## src/sv/swl_pkg.sv

```systemverilog
// Shared types, constants and helper functions for the sliding window linearity block.
`default_nettype none
package swl_pkg;

    localparam int DEF_WINDOW      = 5;
    localparam int DEF_COORD_WIDTH = 18;
    localparam int RED_MAX         = 20;
    localparam int Q_BITS          = 18;
    localparam int FRAC            = 15;
    localparam int ONE_Q15         = 32768;

    localparam logic [1:0] CRD_X = 2'd0;
    localparam logic [1:0] CRD_Y = 2'd1;
    localparam logic [1:0] CRD_Z = 2'd2;

    typedef enum logic [3:0] {
        ST_IDLE,
        ST_MAC,
        ST_FIN,
        ST_ROOT,
        ST_RWAIT,
        ST_DEN,
        ST_DIV,
        ST_DWAIT,
        ST_EMIT,
        ST_UPD
    } state_t;

    typedef enum logic [2:0] {
        K_XX,
        K_YY,
        K_ZZ,
        K_XY,
        K_XZ,
        K_YZ
    } kind_t;

    function automatic logic [1:0] kind_a(kind_t k);
        logic [1:0] c;
        unique case (k)
            K_YY, K_YZ: c = CRD_Y;
            K_ZZ:       c = CRD_Z;
            default:    c = CRD_X;
        endcase
        return c;
    endfunction

    function automatic logic [1:0] kind_b(kind_t k);
        logic [1:0] c;
        unique case (k)
            K_XX:       c = CRD_X;
            K_YY, K_XY: c = CRD_Y;
            default:    c = CRD_Z;
        endcase
        return c;
    endfunction

    function automatic kind_t plane_kind(logic [1:0] p);
        kind_t k;
        unique case (p)
            2'd0:    k = K_XY;
            2'd1:    k = K_XZ;
            default: k = K_YZ;
        endcase
        return k;
    endfunction

endpackage
`default_nettype wire

```

## src/sv/swl_mul.sv

```systemverilog
// Shared registered signed multiplier.
`default_nettype none
module swl_mul #(
    parameter int OW = 27
) (
    input  logic                   clk,
    input  logic                   go,
    input  logic signed [OW-1:0]   a,
    input  logic signed [OW-1:0]   b,
    output logic signed [2*OW-1:0] p
);
    logic signed [2*OW-1:0] p_reg;

    always_ff @(posedge clk)
    begin
        if (go)
        begin
            p_reg <= a * b;
        end
    end

    assign p = p_reg;
endmodule
`default_nettype wire

```

## src/sv/swl_isqrt.sv

```systemverilog
// Iterative integer square root, two radicand bits per cycle.
`default_nettype none
module swl_isqrt #(
    parameter int VW = 52
) (
    input  logic              clk,
    input  logic              rst_n,
    input  logic              start,
    input  logic [VW-1:0]     val,
    output logic              done,
    output logic [VW/2-1:0]   root
);
    logic [VW-1:0] v_reg;
    logic [VW-1:0] r_reg;
    logic [VW-1:0] b_reg;
    logic          busy_reg;
    logic          done_reg;
    logic [VW-1:0] trial;

    assign trial = r_reg + b_reg;

    always_ff @(posedge clk or negedge rst_n)
    begin
        if (!rst_n)
        begin
            busy_reg <= 1'b0;
            done_reg <= 1'b0;
        end
        else
        begin
            done_reg <= 1'b0;
            if (start)
            begin
                busy_reg <= 1'b1;
            end
            else if (busy_reg && b_reg[0])
            begin
                busy_reg <= 1'b0;
                done_reg <= 1'b1;
            end
        end
    end

    always_ff @(posedge clk)
    begin
        if (start)
        begin
            v_reg <= val;
            r_reg <= '0;
            b_reg <= VW'(1) << (VW - 2);
        end
        else if (busy_reg)
        begin
            if (v_reg >= trial)
            begin
                v_reg <= v_reg - trial;
                r_reg <= (r_reg >> 1) + b_reg;
            end
            else
            begin
                r_reg <= r_reg >> 1;
            end
            b_reg <= b_reg >> 2;
        end
    end

    assign done = done_reg;
    assign root = r_reg[VW/2-1:0];
endmodule
`default_nettype wire

```

## src/sv/swl_div.sv

```systemverilog
// Restoring divider with rounding numerator and Q1.15 saturation.
`default_nettype none
module swl_div #(
    parameter int DENW = 52,
    parameter int NUMW = 71,
    parameter int QW   = 18
) (
    input  logic            clk,
    input  logic            rst_n,
    input  logic            start,
    input  logic [NUMW-1:0] num,
    input  logic [DENW-1:0] den,
    output logic            done,
    output logic [15:0]     quo
);
    import swl_pkg::*;

    localparam int CW = $clog2(QW + 1);

    logic [NUMW-1:0] rem_reg;
    logic [NUMW-1:0] dsh_reg;
    logic [QW-1:0]   q_reg;
    logic [CW-1:0]   cnt_reg;
    logic            busy_reg;
    logic            done_reg;
    logic            sat_reg;

    always_ff @(posedge clk or negedge rst_n)
    begin
        if (!rst_n)
        begin
            busy_reg <= 1'b0;
            done_reg <= 1'b0;
            cnt_reg  <= '0;
        end
        else
        begin
            done_reg <= 1'b0;
            if (start)
            begin
                busy_reg <= 1'b1;
                cnt_reg  <= CW'(QW);
            end
            else if (busy_reg)
            begin
                cnt_reg <= cnt_reg - CW'(1);
                if (cnt_reg == CW'(1))
                begin
                    busy_reg <= 1'b0;
                    done_reg <= 1'b1;
                end
            end
        end
    end

    always_ff @(posedge clk)
    begin
        if (start)
        begin
            rem_reg <= num;
            dsh_reg <= NUMW'(den) << (QW - 1);
            sat_reg <= num >= (NUMW'(den) << QW);
            q_reg   <= '0;
        end
        else if (busy_reg)
        begin
            if (rem_reg >= dsh_reg)
            begin
                rem_reg <= rem_reg - dsh_reg;
                q_reg   <= {q_reg[QW-2:0], 1'b1};
            end
            else
            begin
                q_reg <= {q_reg[QW-2:0], 1'b0};
            end
            dsh_reg <= dsh_reg >> 1;
        end
    end

    assign done = done_reg;
    assign quo  = (sat_reg || (q_reg > QW'(ONE_Q15))) ? 16'(ONE_Q15) : q_reg[15:0];
endmodule
`default_nettype wire

```

## src/sv/sliding_window_linearity.sv

```systemverilog
// Top level: windowed |Pearson r| of a 3D track in XY, XZ and YZ planes.
//
//  channel | handshake          | word
//  in      | in_valid/in_ready  | point_x, point_y, point_z, point_valid, track_end
//  out     | out_valid/out_ready| lin_xy, lin_xz, lin_yz, degenerate_mask, short_track, is_last
//
// Word with no result: IDLE, then UPD. Short-track word: IDLE, EMIT (waits for output), UPD.
// Word with a result: the shared multiplier sweep, the iterative square root and the iterative
// divider (skipped per degenerate plane), then EMIT waits for output and UPD follows.
// in_ready is high only when idle; a finished result waits in the output register.
// Reset clears the window and the point count.
`default_nettype none
module sliding_window_linearity #(
    parameter int WINDOW      = swl_pkg::DEF_WINDOW,
    parameter int COORD_WIDTH = swl_pkg::DEF_COORD_WIDTH
) (
    input  logic                          clk,
    input  logic                          rst_n,
    input  logic                          in_valid,
    output logic                          in_ready,
    input  logic signed [COORD_WIDTH-1:0] point_x,
    input  logic signed [COORD_WIDTH-1:0] point_y,
    input  logic signed [COORD_WIDTH-1:0] point_z,
    input  logic                          point_valid,
    input  logic                          track_end,
    output logic                          out_valid,
    input  logic                          out_ready,
    output logic [15:0]                   lin_xy,
    output logic [15:0]                   lin_xz,
    output logic [15:0]                   lin_yz,
    output logic [2:0]                    degenerate_mask,
    output logic                          short_track,
    output logic                          is_last
);
    import swl_pkg::*;

    localparam int RW      = (COORD_WIDTH > RED_MAX) ? RED_MAX : COORD_WIDTH;
    localparam int RSH     = COORD_WIDTH - RW;
    localparam int DW      = RW + 1;
    localparam int CLW     = $clog2(WINDOW + 1);
    localparam int SW      = DW + CLW;
    localparam int VW      = 2 * (RW + CLW + 2);
    localparam int HW      = VW / 2;
    localparam int MOW     = HW + 1;
    localparam int NW      = VW + Q_BITS + 1;
    localparam int IW      = $clog2(WINDOW);
    localparam int CNTW    = $clog2(WINDOW + 3);
    localparam int MIN_TRK = WINDOW + 1;
    localparam int CMAX    = WINDOW + 2;

    state_t state_reg, state_next;

    logic [2:0][RW-1:0]   win_reg [WINDOW];
    logic [CNTW-1:0]      cnt_reg;
    logic [IW-1:0]        idx_reg;
    kind_t                kind_reg;
    logic [1:0]           crd_reg;
    logic [1:0]           pl_reg;
    logic                 mtag_vld_reg;
    logic                 mtag_fin_reg;
    kind_t                mtag_kind_reg;
    logic                 out_valid_reg;

    logic [RW-1:0]        px_reg, py_reg, pz_reg;
    logic                 pv_reg;
    logic                 last_reg;
    logic                 short_reg;
    logic signed [SW-1:0] s_reg [3];
    logic signed [VW-1:0] q_reg [6];
    logic [HW-1:0]        root_reg [3];
    logic [15:0]          lin_reg [3];
    logic [2:0]           mask_reg;
    logic [15:0]          o_lin_reg [3];
    logic [2:0]           o_mask_reg;
    logic                 o_short_reg;
    logic                 o_last_reg;

    logic signed [DW-1:0]    dev [3];
    logic                    mul_go, acc_go, sq_go, div_go, out_load;
    logic signed [MOW-1:0]   mul_a, mul_b;
    logic signed [2*MOW-1:0] mul_p;
    logic signed [VW-1:0]    prod;
    logic                    sq_done, div_done;
    logic [HW-1:0]           sq_root;
    logic [15:0]             div_q;
    kind_t                   pk;
    logic [1:0]              pa, pb;
    logic                    degen;
    logic [VW-1:0]           den;
    logic [VW-1:0]           a_abs;
    logic [NW-1:0]           num;
    logic                    need, short_now;
    logic [CNTW-1:0]         cnt_after;
    logic [COORD_WIDTH-1:0]  ox, oy, oz;

    assign ox = {~point_x[COORD_WIDTH-1], point_x[COORD_WIDTH-2:0]};
    assign oy = {~point_y[COORD_WIDTH-1], point_y[COORD_WIDTH-2:0]};
    assign oz = {~point_z[COORD_WIDTH-1], point_z[COORD_WIDTH-2:0]};

    assign need      = point_valid && (cnt_reg >= CNTW'(MIN_TRK));
    assign cnt_after = (point_valid && (cnt_reg < CNTW'(CMAX))) ? cnt_reg + CNTW'(1) : cnt_reg;
    assign short_now = track_end && !need && (cnt_after < CNTW'(MIN_TRK));

    always_comb
    begin
        for (int c = 0; c < 3; c++)
        begin
            dev[c] = signed'({1'b0, win_reg[idx_reg][c]}) - signed'({1'b0, win_reg[0][c]});
        end
    end

    assign pk    = plane_kind(pl_reg);
    assign pa    = kind_a(pk);
    assign pb    = kind_b(pk);
    assign prod  = mul_p[VW-1:0];
    assign den   = mul_p[VW-1:0];
    assign degen = q_reg[{1'b0, pa}][VW-1] || (q_reg[{1'b0, pa}] == '0) ||
                   q_reg[{1'b0, pb}][VW-1] || (q_reg[{1'b0, pb}] == '0);
    assign a_abs = q_reg[pk][VW-1] ? VW'(-q_reg[pk]) : VW'(q_reg[pk]);
    assign num   = (NW'(a_abs) << FRAC) + NW'(den >> 1);

    swl_mul #(.OW(MOW)) u_mul (
        .clk (clk),
        .go  (mul_go),
        .a   (mul_a),
        .b   (mul_b),
        .p   (mul_p)
    );

    swl_isqrt #(.VW(VW)) u_isqrt (
        .clk   (clk),
        .rst_n (rst_n),
        .start (sq_go),
        .val   (VW'(q_reg[{1'b0, crd_reg}])),
        .done  (sq_done),
        .root  (sq_root)
    );

    swl_div #(.DENW(VW), .NUMW(NW), .QW(Q_BITS)) u_div (
        .clk   (clk),
        .rst_n (rst_n),
        .start (div_go),
        .num   (num),
        .den   (den),
        .done  (div_done),
        .quo   (div_q)
    );

    always_comb
    begin
        state_next = state_reg;
        unique case (state_reg)
            ST_IDLE:
            begin
                if (in_valid)
                begin
                    priority if (need)
                        state_next = ST_MAC;
                    else if (short_now)
                        state_next = ST_EMIT;
                    else
                        state_next = ST_UPD;
                end
            end
            ST_MAC:
            begin
                if ((idx_reg == IW'(WINDOW - 1)) && (kind_reg == K_YZ))
                    state_next = ST_FIN;
            end
            ST_FIN:
            begin
                if (kind_reg == K_YZ)
                    state_next = ST_ROOT;
            end
            ST_ROOT:
                state_next = ST_RWAIT;
            ST_RWAIT:
            begin
                if (sq_done)
                    state_next = (crd_reg == CRD_Z) ? ST_DEN : ST_ROOT;
            end
            ST_DEN:
                state_next = ST_DIV;
            ST_DIV:
            begin
                if (degen)
                    state_next = (pl_reg == 2'd2) ? ST_EMIT : ST_DEN;
                else
                    state_next = ST_DWAIT;
            end
            ST_DWAIT:
            begin
                if (div_done)
                    state_next = (pl_reg == 2'd2) ? ST_EMIT : ST_DEN;
            end
            ST_EMIT:
            begin
                if (out_load)
                    state_next = ST_UPD;
            end
            ST_UPD:
                state_next = ST_IDLE;
            default:
                state_next = ST_IDLE;
        endcase
    end

    always_comb
    begin
        in_ready = 1'b0;
        mul_go   = 1'b0;
        acc_go   = 1'b0;
        mul_a    = '0;
        mul_b    = '0;
        sq_go    = 1'b0;
        div_go   = 1'b0;
        out_load = 1'b0;
        unique case (state_reg)
            ST_IDLE:
                in_ready = 1'b1;
            ST_MAC:
            begin
                mul_go = 1'b1;
                acc_go = 1'b1;
                mul_a  = MOW'(dev[kind_a(kind_reg)]);
                mul_b  = MOW'(dev[kind_b(kind_reg)]);
            end
            ST_FIN:
            begin
                mul_go = 1'b1;
                acc_go = 1'b1;
                mul_a  = MOW'(s_reg[kind_a(kind_reg)]);
                mul_b  = MOW'(s_reg[kind_b(kind_reg)]);
            end
            ST_ROOT:
                sq_go = 1'b1;
            ST_DEN:
            begin
                mul_go = 1'b1;
                mul_a  = signed'({1'b0, root_reg[pa]});
                mul_b  = signed'({1'b0, root_reg[pb]});
            end
            ST_DIV:
                div_go = !degen;
            ST_EMIT:
                out_load = !out_valid_reg || out_ready;
            ST_RWAIT, ST_DWAIT, ST_UPD:
                ;
            default:
                ;
        endcase
    end

    always_ff @(posedge clk or negedge rst_n)
    begin
        if (!rst_n)
        begin
            state_reg     <= ST_IDLE;
            cnt_reg       <= '0;
            idx_reg       <= '0;
            kind_reg      <= K_XX;
            crd_reg       <= CRD_X;
            pl_reg        <= '0;
            mtag_vld_reg  <= 1'b0;
            out_valid_reg <= 1'b0;
            for (int i = 0; i < WINDOW; i++)
            begin
                win_reg[i] <= '0;
            end
        end
        else
        begin
            state_reg    <= state_next;
            mtag_vld_reg <= acc_go;

            if (out_load)
                out_valid_reg <= 1'b1;
            else if (out_ready)
                out_valid_reg <= 1'b0;

            unique case (state_reg)
                ST_IDLE:
                begin
                    idx_reg  <= IW'(1);
                    kind_reg <= K_XX;
                    crd_reg  <= CRD_X;
                    pl_reg   <= '0;
                end
                ST_MAC:
                begin
                    if (kind_reg == K_YZ)
                    begin
                        kind_reg <= K_XX;
                        idx_reg  <= idx_reg + IW'(1);
                    end
                    else
                    begin
                        kind_reg <= kind_t'(kind_reg + 3'd1);
                    end
                end
                ST_FIN:
                begin
                    kind_reg <= (kind_reg == K_YZ) ? K_XX : kind_t'(kind_reg + 3'd1);
                end
                ST_RWAIT:
                begin
                    if (sq_done)
                        crd_reg <= crd_reg + 2'd1;
                end
                ST_DIV:
                begin
                    if (degen)
                        pl_reg <= pl_reg + 2'd1;
                end
                ST_DWAIT:
                begin
                    if (div_done)
                        pl_reg <= pl_reg + 2'd1;
                end
                ST_UPD:
                begin
                    if (last_reg)
                    begin
                        cnt_reg <= '0;
                        for (int i = 0; i < WINDOW; i++)
                        begin
                            win_reg[i] <= '0;
                        end
                    end
                    else if (pv_reg)
                    begin
                        if (cnt_reg < CNTW'(CMAX))
                            cnt_reg <= cnt_reg + CNTW'(1);
                        for (int i = 0; i < WINDOW - 1; i++)
                        begin
                            win_reg[i] <= win_reg[i + 1];
                        end
                        win_reg[WINDOW - 1] <= {pz_reg, py_reg, px_reg};
                    end
                end
                ST_ROOT, ST_DEN, ST_EMIT:
                    ;
                default:
                    ;
            endcase
        end
    end

    always_ff @(posedge clk)
    begin
        mtag_fin_reg  <= (state_reg == ST_FIN);
        mtag_kind_reg <= kind_reg;

        if (mtag_vld_reg)
        begin
            if (mtag_fin_reg)
                q_reg[mtag_kind_reg] <= q_reg[mtag_kind_reg] * VW'(WINDOW) - prod;
            else
                q_reg[mtag_kind_reg] <= q_reg[mtag_kind_reg] + prod;
        end

        if (state_reg == ST_IDLE && in_valid)
        begin
            px_reg    <= RW'(ox >> RSH);
            py_reg    <= RW'(oy >> RSH);
            pz_reg    <= RW'(oz >> RSH);
            pv_reg    <= point_valid;
            last_reg  <= track_end;
            short_reg <= short_now;
            mask_reg  <= '0;
            for (int c = 0; c < 3; c++)
            begin
                s_reg[c]   <= '0;
                lin_reg[c] <= '0;
            end
            for (int k = 0; k < 6; k++)
            begin
                q_reg[k] <= '0;
            end
        end

        if (state_reg == ST_MAC && kind_reg == K_XX)
        begin
            for (int c = 0; c < 3; c++)
            begin
                s_reg[c] <= s_reg[c] + SW'(dev[c]);
            end
        end

        if (state_reg == ST_RWAIT && sq_done)
            root_reg[crd_reg] <= sq_root;

        if (state_reg == ST_DIV && degen)
        begin
            lin_reg[pl_reg]  <= '0;
            mask_reg[pl_reg] <= 1'b1;
        end

        if (state_reg == ST_DWAIT && div_done)
            lin_reg[pl_reg] <= div_q;

        if (out_load)
        begin
            for (int c = 0; c < 3; c++)
            begin
                o_lin_reg[c] <= lin_reg[c];
            end
            o_mask_reg  <= mask_reg;
            o_short_reg <= short_reg;
            o_last_reg  <= last_reg;
        end
    end

    assign out_valid       = out_valid_reg;
    assign lin_xy          = o_lin_reg[0];
    assign lin_xz          = o_lin_reg[1];
    assign lin_yz          = o_lin_reg[2];
    assign degenerate_mask = o_mask_reg;
    assign short_track     = o_short_reg;
    assign is_last         = o_last_reg;

`ifndef SYNTHESIS
    a_cnt_bound: assert property (@(posedge clk) disable iff (!rst_n)
        cnt_reg <= CNTW'(CMAX))
        else $error("point count above saturation");

    a_end_clears: assert property (@(posedge clk) disable iff (!rst_n)
        (state_reg == ST_UPD && last_reg) |=> (cnt_reg == '0))
        else $error("track end did not clear count");

    a_div_owner: assert property (@(posedge clk) disable iff (!rst_n)
        div_done |-> (state_reg == ST_DWAIT))
        else $error("divider done outside wait");

    a_emit_loads: assert property (@(posedge clk) disable iff (!rst_n)
        out_load |=> out_valid_reg)
        else $error("result not presented after load");
`endif
endmodule
`default_nettype wire

```

## config.mk

```make
export PLATFORM = sky130hd
export DESIGN_NAME = sliding_window_linearity
export DESIGN_NICKNAME = d
export VERILOG_FILES = /design/src/sv/swl_pkg.sv /design/src/sv/swl_mul.sv /design/src/sv/swl_isqrt.sv /design/src/sv/swl_div.sv /design/src/sv/sliding_window_linearity.sv
export SDC_FILE = /design/constraint.sdc
export NUM_CORES = 2
export LEC_CHECK = 0
export ABC_CLOCK_PERIOD_IN_PS = 32700
export BUFFER_PORTS_ARGS = -buffer_cell sky130_fd_sc_hd__buf_2
export CAP_MARGIN = 0
export CORE_ASPECT_RATIO = 0.5
export CORE_MARGIN = 2
export CORE_UTILIZATION = 60
export DETAILED_ROUTE_END_ITERATION = 7
export PLACE_DENSITY_LB_ADDON = 0.1
export SETUP_SLACK_MARGIN = 0.2
export SYNTH_ARGS = -nofsm -noshare
export SYNTH_HDL_FRONTEND = slang
export SYNTH_SLANG_ARGS = --single-unit
```

## constraint.sdc

```tcl
create_clock -name clk -period 32.7 [get_ports clk]
set_clock_uncertainty 0.05 [all_clocks]
set_input_delay 0 -clock clk [delete_from_list [all_inputs] [get_ports clk]]
set_output_delay 0 -clock clk [all_outputs]
set_load 0.005 [all_outputs]
```

# Yosys cells after proc, flatten, opt, wreduce, memory -nomap -nowiden
# Memory sizes are Yosys's and may differ from the RTL's. A register that Yosys moved wholly into a read port is not among the register bits.
# Index checks and enable logic that the tools add are counted.
dict set report word_totals {
  ff_bits 675
  ram_bits 507
  n_memories 5
}
dict set report op_classes {
  n_addsub 20
  n_mul 2
  order_cmp 12
  n_eq_ne 30
  mux 109
  bitwise 12
  reduce_logical 53
}
# memory words width rd rd_ports_with_merged_regs wr line_no
set mem_list {}
lappend mem_list {q_reg 6 46 5 1 7 sliding_window_linearity.sv:69} ;# logic signed [VW-1:0] q_reg [6];
lappend mem_list {root_reg 3 23 2 0 1 sliding_window_linearity.sv:70} ;# logic [HW-1:0] root_reg [3];
lappend mem_list {s_reg 3 22 5 0 3 sliding_window_linearity.sv:68} ;# logic signed [SW-1:0] s_reg [3];
lappend mem_list {lin_reg 3 16 3 0 3 sliding_window_linearity.sv:71} ;# logic [15:0] lin_reg [3];
lappend mem_list {o_lin_reg 3 16 3 0 3 sliding_window_linearity.sv:73} ;# logic [15:0] o_lin_reg [3];
# operator count
set op_table {}
lappend op_table {{two-way mux 270 bit} 2}
lappend op_table {{two-way mux 46 bit} 6}
lappend op_table {{two-way mux 65 bit} 3}
lappend op_table {{binary-select mux 54 bit (select 3 bit)} 1}
lappend op_table {{one-hot mux 24 bit (3 select lines)} 2}
lappend op_table {{two-way mux 63 bit} 2}
lappend op_table {{two-way mux 54 bit} 2}
lappend op_table {{zero test 46 bit} 2}
lappend op_table {{subtractor 46 bit} 2}
lappend op_table {{binary-select mux 19 bit (select 2 bit)} 2}
lappend op_table {{two-way mux 19 bit} 4}
lappend op_table {{adder 22 x 19 -> 22 bit} 3}
lappend op_table {{two-way mux 22 bit} 3}
lappend op_table {{greater-or-equal comparator 65 x 63 -> 1 bit} 1}
lappend op_table {{subtractor 65 x 63 -> 65 bit} 1}
lappend op_table {{greater-or-equal comparator 62 x 64 -> 1 bit} 1}
lappend op_table {{adder 61 x 45 -> 62 bit} 1}
lappend op_table {{subtractor 18 x 18 -> 19 bit} 3}
lappend op_table {{two-way mux 16 bit} 3}
lappend op_table {{adder 45 x 45 -> 46 bit} 1}
lappend op_table {{adder 46 x 45 -> 46 bit} 1}
lappend op_table {{adder 46 bit} 1}
lappend op_table {{greater-or-equal comparator 46 bit} 1}
lappend op_table {{multiplier 24 x 24 -> 46 bit} 1}
lappend op_table {{52 further kinds} 189}

# Logic depth before layout (Yosys ltp)
# An unclocked memory read counts as a cell.
dict set report depth {
  depth_word 16
  ltp_mapped 47
}

# By module
# A second synthesis with hierarchy kept.
dict set report hier_totals {
  hier_cells 11268
  hier_area_um2 106295.7
}
# mod n_inst cells_per_inst area_each_um2
set modules_own_cells {}
lappend modules_own_cells {sliding_window_linearity 1 6305 61536.5}
lappend modules_own_cells {swl_mul 1 2334 22650.5}
lappend modules_own_cells {swl_div 1 1350 11642.4}
lappend modules_own_cells {swl_isqrt 1 1279 10466.3}

# Least setup slack after synthesis
# No wires, ideal clock.
dict set report synth_timing {
  path_kind {register -> register}
  startpoint {reg idx_reg[0]}
  endpoint {reg u_mul.p_reg[45] (netlist: u_mul.p[45]) (data pin)}
  setup_time_ns 0.268
  arrival_ns 11.712
  path_slack_ns 20.670
  path_stages_with_launch 46
  cell_sequence {dfrtp_1 > clkbuf_1 > buf_1 > buf_1 > mux4_2 > a22oi_1 > ha_1 > inv_1 > fa_1 > a211oi_1 > nor2_1 > o211ai_1 > nand3_1 > a221oi_1 > a21oi_1 > a221oi_1 > nand3_1 > o21ai_1 > [... 10 more ...] > fa_1 > fa_1 > inv_1 > fa_1 > inv_1 > ha_1 > nand2_1 > o21ai_0 > or4_1 > a31oi_1 > a2bb2oi_1 > a21oi_1 > a31o_2 > or4_1 > and3_1 > nand4_1 > a31oi_1 > xnor3_1}
}
dict set report synth_between {
  elab_chain_cells 10
  word_cells_on_any_way 16
}
# item line_no
set synth_lines {}
lappend synth_lines {{from (decl)} sliding_window_linearity.sv:55} ;# logic [IW-1:0] idx_reg;
lappend synth_lines {{from (signal assigned)} sliding_window_linearity.sv:294} ;# idx_reg <= idx_reg + IW'(1);
lappend synth_lines {{NOT 3 -> 4 bit (not written as such) *} sliding_window_linearity.sv:108} ;# dev[c] = signed'({1'b0, win_reg[idx_reg][c]}) - signed'({1'b0, win_reg[0][c]});
lappend synth_lines {{binary-select mux 54 bit (select 3 bit) *} sliding_window_linearity.sv:108}
lappend synth_lines {{two-way mux 54 bit (not written as such) * (2 in series)} sliding_window_linearity.sv:108}
lappend synth_lines {{subtractor 18 x 18 -> 19 bit} sliding_window_linearity.sv:108}
lappend synth_lines {{binary-select mux 19 bit (select 2 bit) (on tied branches)} {sliding_window_linearity.sv:225, sliding_window_linearity.sv:226}}
lappend synth_lines {{two-way mux 19 bit (on tied branches) (2 in series)} {sliding_window_linearity.sv:225, sliding_window_linearity.sv:226}}
lappend synth_lines {{one-hot mux 24 bit (3 select lines)} sliding_window_linearity.sv:218} ;# unique case (state_reg)
lappend synth_lines {{multiplier 24 x 24 -> 46 bit *} swl_mul.sv:18} ;# p_reg <= a * b;
lappend synth_lines {{to (signal assigned)} swl_mul.sv:18}
lappend synth_lines {{to (decl)} swl_mul.sv:12} ;# logic signed [2*OW-1:0] p_reg;
# Mark *: on every way between the ends. The rest lies on a longest branch, timed or not. The select of a mux whose other input is x is not followed.
# A chain may end at the register's enable or synchronous reset.

# Final worst setup path
# Same ends and word-level chain as after synthesis.

==> impl_results.md <==
- Total Wirelength: slightly above 300 mm
- Vias: 79630
- Post-Synth Simple-Gate Area: ~15%
- DRC: 2
- Rows: between 100 and 150
- Synth-to-Final Area Change: 7.958%
- Root Driver: clkbuf_16
- Distinct cells, synth: just over 90
- Share of cells above drive strength 1: roughly 8.4%
- Routed Antenna Nets: 0
- Initial core utilization: about three fifths
- Initial antenna violation count: 15
- Syn Nets: between 10000 and 15000
- Area contributors post-synth: edfxtp_1 18%, fa_1 13%, ha_1 8.4%, dfxtp_1 7.8%, dfrtp_1 7.5%
- Crit path max fanout: 38
- Crit path time final: approximately 13000 ps
- Outcome: complete, but fails checks
- CTS Sinks: approximately 1300
- Crit-path max cell delay: approximately 700 ps
- Fin crit share: a little over 40%
- Critical path endpoint category: register
- Critical-path top delay cell: dfrtp_4
- Worst-case clock buffer depth: 3
- Core area: 164200 µm²
- Final Setup Violations: 0
- Commonest non-fill, non-tap cell in the layout: nand2_1
- Commonest cells after routing, fill and taps aside: 1449 x nand2_1, 937 x inv_1, 758 x nor2_1, 667 x ha_1, 642 x fa_1
- Xor/xnor share of the synthesized area: approximately 4.2%
- Main synth FF type: edfxtp_1
- Post-synth EDFFs: just under 600
- CP Data Arrival Time: about 14000 ps
- Req. time, crit path: roughly 33000 ps
- First-pass GRT wire length: 468.0 mm
- Iter 0 DRT Violations: 9185
- I/O Pins: 115
- Max Cap Violations: 0
- Fmax: ~0.075 GHz
- Worst hold path type: input port to register
- RSZ-0062 raised after global routing: false
- Async SR Flop Fraction: between 20% and 30%
- Top cell type's share of synthesized area: 17.79%
- Adder-Cell Fraction of Synth Area: a little over a fifth
- Post-synthesis mux area share: 7.401%
- Max reg flops: 368
- WL/cell: between 20 and 25 µm
- Global placement routability congestion: 0.9913
- Max-slew violation count: 0
- #FFs+latches synth: about 1300
- Die X: between 500 and 600 µm
- Total track usage: a little over a third
- Failing checks: design-rule violations
- Worst-path clk slew: ~100 ps
- Hold Violations, Final: 0
- Largest area contributor in the netlist: edfxtp_1
- Synth Area in Compound Gates: a little over an eighth
- Critical path type: register to register
- DP Wirelength: roughly 220 mm
- IO buf count: around 110
- Startpoint Class: register
- GRT Residual Overflow: 0
- Clk Latency, worst-skew pair: around 790 ps
- CTS resizes: 0
- Pre-antenna DRT Iters: 8
- Post-Syn Area: slightly below 100000 µm²
- Die H: 291.9 µm
- Total CTS buffers: about 120
- TritonCTS clock tree: yes
- Vias per inst: 6.303
- Largest family of logic cells by synthesized area: adder cells
- H-tree Lvls: 3
- Worst path most repeated cell: fa_1
- Largest net degree at the start of global routing: ~240
- Worst slew pin tran: 1188 ps
- DIE AREA: between 150000 and 200000 µm²
- Nets: about 12000
- Slew headroom: 18.55%
- Cells after Synth: roughly 10000
- Vias in the first global route: around 77000
- Syn. warnings: 0
- Synth Area per Inst: between 9 and 10 µm²
- Post-synthesis sequential area ratio: 33.08%
- Setup TNS Final: 0 ps
[worst max-delay path: cells and delay by family (launching register included)]
kind                       cells  cell delay [ps]
AOI/OAI and AO/OA             15             3100
xor gates and xnor gates       1              330
adders and majority gates     10             4570
buffers and inverters         10             1790
DFF                            1              700
muxes                          1              580
and+or+nand+nor                8             1940
[final cells by class]
type	count	area, µm²
well taps	2193	2744
multi-input cells	7637	61390
fillers	13410	56860
diodes	2	5.005
clock buffers	168	3385
flip-flops and latches	1274	32920
repair buffers	368	2810
clock inverters	53	561.8
inverters	940	3543
[per-layer routing]
layer	GRT usage (%)	part of all wire (%)	vias up
met4	12.79	4.1	8
li1	-	-	36040
met1	51.15	42	39080
met2	53.02	43	3851
met3	9.728	12	654
met5	0	0.015	-
[repair_timing]
action | CTS | global route
hold buffers | 117 | 0
buffers inserted | 0 | 0
hold endpoints to repair | 186 | 0
[cell usage after synthesis (12+ instances only)]
| library cell | n |
|---|---|
| a22oi_1 | 12 |
| buf_1 | 52 |
| nand3_1 | 363 |
| xnor2_1 | 304 |
| nand2_1 | 1453 |
| o21ai_0 | 500 |
| clkbuf_1 | 480 |
| mux2i_1 | 130 |
| a21oi_1 | 561 |
| o21a_1 | 97 |
| mux2_2 | 62 |
| edfxtp_1 | 589 |
| mux4_2 | 234 |
| a22o_1 | 56 |
| nand2b_1 | 70 |
| and4_1 | 14 |
| o221ai_1 | 35 |
| o31ai_1 | 38 |
| a21o_1 | 160 |
| dfxtp_1 | 387 |
| a31o_2 | 16 |
| and2_1 | 149 |
| a211oi_1 | 244 |
| inv_1 | 940 |
| nor2_1 | 764 |
| nand4_1 | 51 |
| nor3_1 | 92 |
| and3_1 | 88 |
| fa_1 | 642 |
| nor3b_1 | 17 |
| nor2b_1 | 76 |
| xor2_1 | 172 |
| o22ai_1 | 37 |
| or2_2 | 29 |
| o21bai_1 | 63 |
| ha_1 | 670 |
| a31oi_1 | 84 |
| o21ai_1 | 19 |
| nor4_1 | 59 |
| o211ai_1 | 42 |
| or3_1 | 36 |
| a211o_1 | 15 |
| dfrtp_1 | 298 |
[path summary, 6_finish.rpt]
path / from / to / slack (ps) / cells after the start
min in group asynchronous: rst_n / win_reg[0] / 430 / 4
max: idx_reg[0] / u_mul.p[45] / 19380 / 45
min: out_ready / out_valid / 120 / 4
max reg2reg: idx_reg[0] / u_mul.p[45] / 19380 / 45
max in group asynchronous: rst_n / cnt_reg[2] / 30570 / 5
min reg2reg: lin_reg[0][1] / o_lin_reg[0][1] / 370 / 0
[logic make-up after synthesis]
logic type,after synthesis
other cells,1
flops,1274
buf+inv,1486
mux,430
fa+ha+maj,1312
simple gates,3302
compound gates,2115
xor+xnor,477
[metrics by stage]
step / hold WS (ps) / util (%) / setup WS (ps) / area, µm² / instances
6_report: 124.5 / 65.37 / 19380 / 107400 / 12640
5_1_grt: 144.1 / 65.37 / 18390 / 107400 / 12630
4_1_cts: 66.71 / 65.37 / 19300 / 107400 / 12630
3_5_place_dp: 58.30 / 62.24 / 19340 / 102200 / 12300
3_3_place_gp: 63.78 / 62.24 / 19550 / 102200 / 12300
2_1_floorplan: -345.6 / - / 20670 / 99440 / 10400
Power is left out: the tool's default activity adds up to more than one toggle a clock period on the data nets, which glitch-free logic cannot reach.
